`config.mk`:
```
export PLATFORM = sky130hd
export DESIGN_NAME = lbvs_seq
export DESIGN_NICKNAME = d
export VERILOG_FILES = /design/src/design/linear_blend_vertex_skinner_macros.svh /design/src/design/lbvs_pkg.sv /design/src/design/lbvs_seq.sv
export SDC_FILE = /design/constraint.sdc
export NUM_CORES = 1
export LEC_CHECK = 0
export ABC_AREA = 1
export BUFFER_PORTS_ARGS = -buffer_cell sky130_fd_sc_hd__buf_2
export CAP_MARGIN = 20
export CORE_ASPECT_RATIO = 2
export CORE_MARGIN = 2
export CORE_UTILIZATION = 55
export DETAILED_ROUTE_END_ITERATION = 10
export PLACE_DENSITY = 0.88
export REMOVE_ABC_BUFFERS = 1
export SYNTH_ARGS = -nofsm -noshare
export SYNTH_HDL_FRONTEND = slang
export SYNTH_SLANG_ARGS = --single-unit
```
`constraint.sdc`:
```
create_clock -name clk -period 3.38 [get_ports clk]
set_clock_uncertainty 0.05 [all_clocks]
set_input_delay 0.676 -clock clk [delete_from_list [all_inputs] [get_ports clk]]
set_output_delay 0.676 -clock clk [all_outputs]
set_load 0.02 [all_outputs]
```
`src/design/linear_blend_vertex_skinner_macros.svh`:
```
// Assertion macros for the vertex skinner
`ifndef LINEAR_BLEND_VERTEX_SKINNER_MACROS_SVH
`define LINEAR_BLEND_VERTEX_SKINNER_MACROS_SVH

`ifndef NO_ASSERTIONS
`define LBVS_ASSERT_NEXT(lbl, clk, rstn, a, b) \
	lbl: assert property (@(posedge clk) disable iff (!rstn) (a) |=> (b)) \
		else $error("skinner check failed");
`define LBVS_ASSERT_NOW(lbl, clk, rstn, a, b) \
	lbl: assert property (@(posedge clk) disable iff (!rstn) (a) |-> (b)) \
		else $error("skinner check failed");
`else
`define LBVS_ASSERT_NEXT(lbl, clk, rstn, a, b)
`define LBVS_ASSERT_NOW(lbl, clk, rstn, a, b)
`endif

`endif

```
`src/design/lbvs_pkg.sv`:
```
package lbvs_pkg;

	localparam int DEF_BONE_COUNT = 256;
	localparam int DEF_FRAC_BITS  = 16;
	localparam int WORDS_PER_BONE = 12;
	localparam int WORD_W         = 32;
	localparam int ROW_WORDS      = 4;
	localparam int INFLUENCES     = 4;
	localparam int WEIGHT_W       = 16;
	localparam int WEIGHT_FRAC    = 15;
	localparam int ACC_W          = 64;

	localparam logic REQ_WRITE = 1'b0;
	localparam logic REQ_SKIN  = 1'b1;

	typedef struct packed {
		logic valid;
		logic first;
		logic last;
		logic ok;
	} lbvs_ctl_t;

endpackage

```
`src/design/lbvs_seq.sv`:
```
module lbvs_seq import lbvs_pkg::*; #(
	parameter int BONE_COUNT = DEF_BONE_COUNT,
	localparam int AW        = (BONE_COUNT > 1) ? $clog2(BONE_COUNT) : 1
) (
	input  logic                              clk,
	input  logic                              arst_n,
	input  logic                              advance,
	input  logic                              load,
	input  logic [3*WORD_W-1:0]               pos,
	input  logic [INFLUENCES*8-1:0]           indices,
	input  logic [INFLUENCES*WEIGHT_W-1:0]    weights,
	output logic                              free,
	output logic [AW-1:0]                     raddr,
	output lbvs_ctl_t                         ctl_s1,
	output logic [WEIGHT_W-1:0]               weight_s1,
	output logic [3*WORD_W-1:0]               pos_s1
);

	logic                           busy_q;
	logic [1:0]                     k_q;
	logic [3*WORD_W-1:0]            pos_q;
	logic [INFLUENCES*8-1:0]        idx_q;
	logic [INFLUENCES*WEIGHT_W-1:0] wt_q;
	logic [7:0]                     bone;
	logic                           last;

	assign bone  = idx_q[8*k_q +: 8];
	assign last  = (k_q == 2'(INFLUENCES - 1));
	assign free  = !busy_q || last;
	assign raddr = bone[AW-1:0];

	always_ff @(posedge clk or negedge arst_n) begin
		if (!arst_n) begin
			busy_q <= 1'b0;
			k_q    <= '0;
			ctl_s1 <= '0;
		end else if (advance) begin
			ctl_s1.valid <= busy_q;
			ctl_s1.first <= (k_q == 2'd0);
			ctl_s1.last  <= last;
			ctl_s1.ok    <= ({1'b0, bone} < 9'(BONE_COUNT));
			if (load) begin
				busy_q <= 1'b1;
				k_q    <= '0;
			end else if (busy_q) begin
				k_q <= k_q + 2'd1;
				if (last) busy_q <= 1'b0;
			end
		end
	end

	always_ff @(posedge clk) begin
		if (advance) begin
			weight_s1 <= wt_q[WEIGHT_W*k_q +: WEIGHT_W];
			pos_s1    <= pos_q;
			if (load) begin
				pos_q <= pos;
				idx_q <= indices;
				wt_q  <= weights;
			end
		end
	end

endmodule

```
# Word-level counts from Yosys, hierarchy flattened
# Index checks and enable logic that the tools add are counted.
op_classes:
  addsub: 1
  eq_ne: 1
  n_shift: 2
  mux: 5
  reduce_logical: 6
op_table:
  columns: ["operator", "n"]
  rows:
  - ["64-bit by 7-bit indexed part select with 16-bit output", 1]
  - ["32-bit by 6-bit indexed part select with 8-bit output", 1]
  - ["2-bit 2-to-1 mux", 2]
  - ["2-bit AND reduction", 2]
  - ["1-bit 2-to-1 mux", 3]
  - ["2-bit by 1-bit adder with 2-bit output, second input constant", 1]
  - ["2-bit == test, second input constant", 1]
  - ["2-bit zero test", 1]
  - ["2-bit nonzero test", 1]
  - ["1-bit zero test", 1]
  - ["1-bit logical OR", 1]
word_totals:
  reg_bits: 311
  in_bits: 196
  out_inout_bits: 125
  elab_cells: 26

# Longest topological paths before layout
# Gate-level depths: netlist of the first run.
depth:
  ltp_word: 4
  depth_mapped: 6

# Worst setup path after synthesis of the first run
# No wires, ideal clock.
synth_timing:
  kind: "input port to flip-flop"
  start: "input advance"
  end: "register idx_q[0], enable pin"
  setup_time_ns: 0.545
  arrival_time_ns: 4.486
  path_slack_ns: -1.701
  cell_stages: 2
  n_path_buf: 0
  path_cell_list: "nand2_1 -> inv_1"
synth_between:
  elab_chain_len: 1
synth_lines:
  columns: ["element", "line_no", "source"]
  rows:
  - ["start, declared", "lbvs_seq.sv:7", "input logic advance,"]
  - ["2-bit AND reduction (no source line)", null, null]
  - ["end signal, assigned", "lbvs_seq.sv:58", "idx_q <= indices;"]
  - ["end, declared", "lbvs_seq.sv:22", "logic [INFLUENCES*8-1:0] idx_q;"]
# No other way between the ends.
# A chain may end at the register's enable or synchronous reset.

# Worst setup path in the final report of the first run
layout_timing:
  start: "register k_q[0]"
  end: "output raddr[7]"
layout_between:
  elab_chain_len: 1
layout_lines:
  columns: ["element", "line_no", "source"]
  rows:
  - ["start, declared", "lbvs_seq.sv:20", "logic [1:0] k_q;"]
  - ["start signal, assigned", "lbvs_seq.sv:46", "k_q <= k_q + 2'd1;"]
  - ["32-bit by 6-bit indexed part select with 8-bit output", "lbvs_seq.sv:27", "assign bone = idx_q[8*k_q +: 8];"]
  - ["end, declared", "lbvs_seq.sv:13", "output logic [AW-1:0] raddr,"]
# No other way between the ends.

==> metrics.cfg, run 1 <==
[run_status]
status=finished clean

[die]
io_pins=321
die_x_um=102
dieArea_um2=20500
dieHeight_um=200
initial_core_util=0.563
fp.coreArea_um2=18800
fp-row-count=71

[placed_design]
placed_area_um2=12500
io_buffers=320
place_congestion=0.832
hpwlAfterDp_um=15300

[finish]
drive_gt1_frac=0.373
fin_nets=1156
syn_to_final_growth_pct=25.1
fillers=1273
final_cell_area_um2=13300

[clocking]
cts_setup_buffers=0
clkSinkCount=311
cts_tree=done
clk_latency_ns=0.51
cts-htree-levels=1
root_buffer=clkbuf_16
cts_buffer_depth=3
cts_buffers=25
cts.clk_slew.worst_paths_ns=0.07

[timing]
rsz0062_at_grt=no
fmax_mhz=367
worstMarginPinSlew_ns=0.783
setup_violations=0
hold_violations=0
max-slew-margin-rel=0.477
fin_crit_sh=0.806
drv_slew=0
fin_crit_ns=2.72
timing.hold.ws_ns=0.280

[setup_path]
r2r-start=k_q[1]
slowest_stage=inv_2
crit_type=reg -> out
crit_start=k_q[0]
startpoint_type=register
arrival_ns=2.00
crit_required_ns=2.65
path_max_fanout=50
cpPeakStageDelay_ns=0.57
crit_top_cell=nand2_1
end_kind=output port
crit_chain=inv_2, nand2_1, nand3_1, nand2_1, buf_2

[pwr]
power_density_nw_per_um2=635
seqPwrFrac=0.556
p_sw_frac=0.238
p_sw_mw=2.00
p_leak_nw=5.66
worst_ir_drop_vdd_mv=0.588
p_int_mw=6.42
combPwrFrac=0.122
p_clk_frac=0.321

[global_routing]
first_global_vias=6176
grt_max_degree=119
grt_overflow=0
grt_pass1_wl_um=31900
grt_util_all_layers=0.209
antenna_found_initial=7

[synth]
ys_types=13
synth_seq_cells=311
yosys_warnings=0
postSynthCellCount=620
ys_seq_area_frac=0.878
syn_avg_cell_area_um2=17.1
post_synth_instance_area_um2=10600

[detailed_routing]
vias_per_cell=4.82
first_pass_iters=6
post_drt_wl_per_cell_um=17.3
final_antenna_net_count=0
finalWirelength_um=21300
vias=5924
drcViolationCount=0
drtIter0Drc=316

[worst_hold_path]
hp-class=in -> reg
worstHoldStart=weights[54]

[run]
max_cap_viol_count=0

-- worst max-delay path: cells and delay by family (launching register included) --
family	cells	cell delay, ns
buffers and inverters	2	0.73
flip-flops	1	0.41
AND/OR/NAND/NOR	3	0.32
-- power groups by stage --
stage / sequential (mW) / clock [mW] / combinational [mW]
after floorplan: 4.95 / 0 / 0.375
after global placement: 4.75 / 0 / 1.00
after detailed placement: 4.77 / 0 / 1.03
after CTS: 4.68 / 2.77 / 1.04
after global routing: 4.71 / 2.90 / 1.13
final: 4.68 / 2.71 / 1.03
-- timing repair --
action | in CTS | in global routing
endpoints found under the hold margin | 7 | 0
hold buffers | 1 | 0
gates resized for setup | 0 | 0
-- registers in the layout (all words and copies together) (netlist names) --
name	cells
wt_q	64
pos_q	96
busy_q	1
weight_s1	16
k_q	2
ctl_s1	4
pos_s1	96
idx_q	32
-- final cells by class --
class,instances,area [um^2],area share
clock inverter,12,108,0.00811
antenna,2,5.00,0.000377
tap,255,319,0.0241
multi-input combinational,191,801,0.0604
sequential,311,9310,0.702
inverter,102,388,0.0292
timing repair buffer,327,1700,0.128
clock buffer,29,641,0.0483
-- cells in the final DEF, fill, tap and decap left out, drive strengths merged --
cell type / netlist / final
dfrtp: 7 / 7
clkbuf: 0 / 29
buf: 16 / 326
ha: 2 / 2
bufinv: 0 / 2
edfxtp: 304 / 304
inv: 102 / 103
dlygate4sd3: 0 / 1
nand2: 136 / 136
nor2: 1 / 1
or2: 1 / 1
nand3: 50 / 50
diode: 0 / 2
clkinv: 0 / 9
o21ai: 1 / 1
-- routing by layer --
layer / vias to the layer above / routed length (um) / GRT usage
met2: 251 / 11900 / 0.384
met5: - / 61 / 0
met3: 72 / 1530 / 0.0523
met4: 10 / 1010 / 0.100
met1: 2792 / 6740 / 0.214
li1: 2799 / - / -
-- cells by family after synthesis --
kind of cell | after synthesis | synth area share
buf+inv | 118 | 0.0469
fa+ha+maj | 2 | 0.00236
simple gates | 188 | 0.0727
flops | 311 | 0.878
compound gates | 1 | 0.000472
-- cell usage after synthesis --
cell | count | area (um^2)
dfrtp_1 | 7 | 175
nor2_1 | 1 | 3.75
or2_2 | 1 | 6.26
nand2_1 | 136 | 510
buf_4 | 6 | 45.0
inv_1 | 100 | 375
o21ai_0 | 1 | 5.00
inv_2 | 2 | 7.51
buf_2 | 7 | 35.0
buf_6 | 3 | 33.8
edfxtp_1 | 304 | 9130
nand3_1 | 50 | 250
ha_1 | 2 | 25.0
-- final timing paths --
path / cells after the start / end / slack, ns
worst max register to register: 4 / k_q[1] / 1.69
max in group asynchronous: 2 / k_q[0] / 2.62
min in group asynchronous: 2 / ctl_s1[2] / 0.49
worst min-delay path: 1 / wt_q[54] / 0.28
worst min register to register: 0 / pos_s1[9] / 0.36
worst max-delay path: 5 / raddr[7] / 0.66
-- per-stage QoR --
step                      utilization  worst slack [ns]  setup TNS, ns  cells  total power, mW
after floorplan                     -             -1.70        -328.26    604             5.33
after global placement          0.664              1.15              0   1185             5.75
after detailed placement        0.664              1.12              0   1185             5.80
after CTS                       0.704             0.632              0   1227             8.49
after global routing            0.704             0.547              0   1229             8.74
final                           0.704             0.657              0   1229             8.42
Note: power is estimated with default switching activity, not from simulation.
==> run 2: changes to the inputs <==
--- a/config.mk
+++ b/config.mk
@@ -10,9 +10,9 @@
 export CAP_MARGIN = 20
 export CORE_ASPECT_RATIO = 2
 export CORE_MARGIN = 2
-export CORE_UTILIZATION = 55
+export CORE_UTILIZATION = 46
 export DETAILED_ROUTE_END_ITERATION = 10
-export PLACE_DENSITY = 0.88
+export PLACE_DENSITY = 0.78
 export REMOVE_ABC_BUFFERS = 1
 export SYNTH_ARGS = -nofsm -noshare
 export SYNTH_HDL_FRONTEND = slang
==> constraint.sdc (replaced) <==
create_clock -name clk -period 2.4 [get_ports clk]
set_clock_uncertainty 0.05 [all_clocks]
set_input_delay 0.48 -clock clk [delete_from_list [all_inputs] [get_ports clk]]
set_output_delay 0.48 -clock clk [all_outputs]
set_load 0.02 [all_outputs]
==> run 2 against run 1 <==
Compared with the run above: non-clock buffer count is 4 higher; final cell count rose by 3.3%; utilization shrank 11 points; sequential cell count stayed put; critical endpoint unchanged; largest power group unchanged.
==> metrics.cfg, run 2 (synthesized netlist as in run 1, its figures left out) <==
[timing]
final.setup.worst_slack_ns=0.157  ; -0.500 ns
fin_crit_sh=0.935
timing.hold.ws_ns=0.0641  ; -0.216 ns
fmax_mhz=446
fin_crit_ns=2.24
setup_violations=0  ; unchanged
hold_violations=0  ; unchanged
drv_slew=0  ; unchanged
max-slew-margin-rel=0.567  ; +0.0895
rsz0062_at_grt=no
worstMarginPinSlew_ns=0.650  ; -0.133 ns

[setup_path]
crit_type=reg -> out
arrival_ns=1.71  ; -0.29 ns
crit_start=k_q[1]
worstRegToRegCells=5  ; +1
end_kind=output port
startpoint_type=register
timing.rr.end=k_q[1]
ff2ff_setup_slack_ns=0.85  ; -0.84 ns
cp-endpoint=raddr[7]
path_max_fanout=20  ; -60%
crit_required_ns=1.87  ; -0.78 ns
r2r-start=k_q[1]

[global_routing]
grt_pass1_wl_um=32600  ; +2.0%
first_global_vias=6169  ; -0.11%
grt_util_all_layers=0.176  ; -0.0333
grt_max_degree=119  ; unchanged
antenna_found_initial=13  ; +6
grt_overflow=0  ; unchanged

[clocking]
cts_buffers=27  ; +8.0%
cts_setup_buffers=0  ; unchanged
clk_latency_ns=0.54  ; +0.03 ns
cts_tree=done
root_buffer=clkbuf_16
cts-htree-levels=1  ; unchanged
cts.clk_slew.worst_paths_ns=0.07  ; about the same
clkSinkCount=311  ; unchanged
cts_buffer_depth=3  ; unchanged

[finish]
final_cell_area_um2=13500  ; +1.8%
reg_top3=pos_q (96), pos_s1 (96), wt_q (64)
drive_gt1_frac=0.385  ; +0.0117
fin_nets=1162  ; +0.52%
syn_to_final_growth_pct=27.3
layout_common_cells=buf_2, edfxtp_1, nand2_1
postLayoutCoreUtil=0.596  ; -0.108
final_common_cell=buf_2

[die]
io_pins=321  ; unchanged
die_x_um=111  ; +9.0%
initial_core_util=0.468  ; -0.0947
dieArea_um2=24400  ; +19%
dieHeight_um=219  ; +9.2%
fp-row-count=78  ; +9.9%
fp.coreArea_um2=22600  ; +20%

[pwr]
combPwrFrac=0.123  ; about the same
worst_ir_drop_vdd_mv=0.700  ; +19%
p_int_mw=9.37  ; +46%
p_leak_nw=5.75  ; +1.6%
p_clk_frac=0.346  ; +0.025
p_sw_frac=0.244  ; +0.00584
seqPwrFrac=0.530  ; -0.026
p_sw_mw=3.02  ; +51%
power_density_nw_per_um2=918  ; +45%

[detailed_routing]
drcViolationCount=0  ; unchanged
vias=5911  ; -0.22%
post_drt_wl_per_cell_um=17.1  ; -1.3%
drtIter0Drc=339  ; +7.3%
vias_per_cell=4.65  ; -3.4%
first_pass_iters=4  ; -2
finalWirelength_um=21700  ; +2.0%
final_antenna_net_count=0  ; unchanged

[placed_design]
place_congestion=0.808  ; -2.9%
place_ws_ns=0.604  ; -0.514 ns
io_buffers=320  ; unchanged
placed_area_um2=12600  ; +0.69%
hpwlAfterDp_um=15400  ; +0.87%

[worst_hold_path]
hp-class=in -> reg

[run_status]
status=finished clean

[run]
max_cap_viol_count=0  ; unchanged

==> run 2: cell count changes in the layout (fill, tap and decap cells not counted), sizes merged <==
cell	delta
buf	+4
diode	+4
clkinvlp	+3
clkinv	+2
inv	+2
bufinv	+1
==> run 2: layer usage <==
layer	wire length, um	track usage	vias up
li1	-	-	2829
met1	7000	0.183	2751
met2	12000	0.322	245
met3	1710	0.0530	72
met4	870	0.0840	14
met5	96	0	-
==> run 2: power by group through the flow <==
stage / Clock (mW) / Combinational [mW] / Sequential, mW
global placement: 0 / 1.49 / 6.67
floorplan: 0 / 0.528 / 6.98
global route: 4.63 / 1.68 / 6.61
detailed placement: 0 / 1.53 / 6.69
finish: 4.29 / 1.53 / 6.58
CTS: 4.41 / 1.54 / 6.58
==> run 2: what timing repair did <==
item,CTS,global route
setup endpoints to repair,0,5
endpoints found under the hold margin,7,0
hold buffers,1,0
resized for setup,0,2
==> run 2: through the flow <==
stage | power [mW] | setup TNS, ns | instances
4_1_cts | 12.5 | 0 | 1264
5_1_grt | 12.9 | 0 | 1265
6_report | 12.4 | 0 | 1270
3_3_place_gp | 8.17 | 0 | 1214
2_1_floorplan | 7.51 | -480.44 | 604
3_5_place_dp | 8.23 | 0 | 1214
==> run 2: critical path, stage by stage (launching register included) <==
cell	delay, ns
dfrtp_1	0.40
inv_2	0.36
nand3_1	0.14
nand2_1	0.10
buf_2	0.16
==> run 2: worst min-delay path by stage <==
stage	from	to	slack (ns)	depth (start not counted)
2_1_floorplan	arst_n	busy_q	0.13	0
3_3_place_gp	arst_n	ctl_s1[0]	0.28	1
3_5_place_dp	arst_n	ctl_s1[0]	0.28	1
4_1_cts	weights[53]	wt_q[53]	0.04	1
5_1_grt	pos[49]	pos_q[49]	0.03	1
6_report	pos[44]	pos_q[44]	0.06	1
==> run 2: cell type report <==
class | count | area (um^2)
inverters | 102 | 390
well taps | 280 | 350
repair buffers | 331 | 1750
multi-input cells | 191 | 801
diodes | 6 | 15.0
fillers | 1711 | 9140
flip-flops and latches | 311 | 9310
clock buffers | 29 | 683
clock inverters | 20 | 203
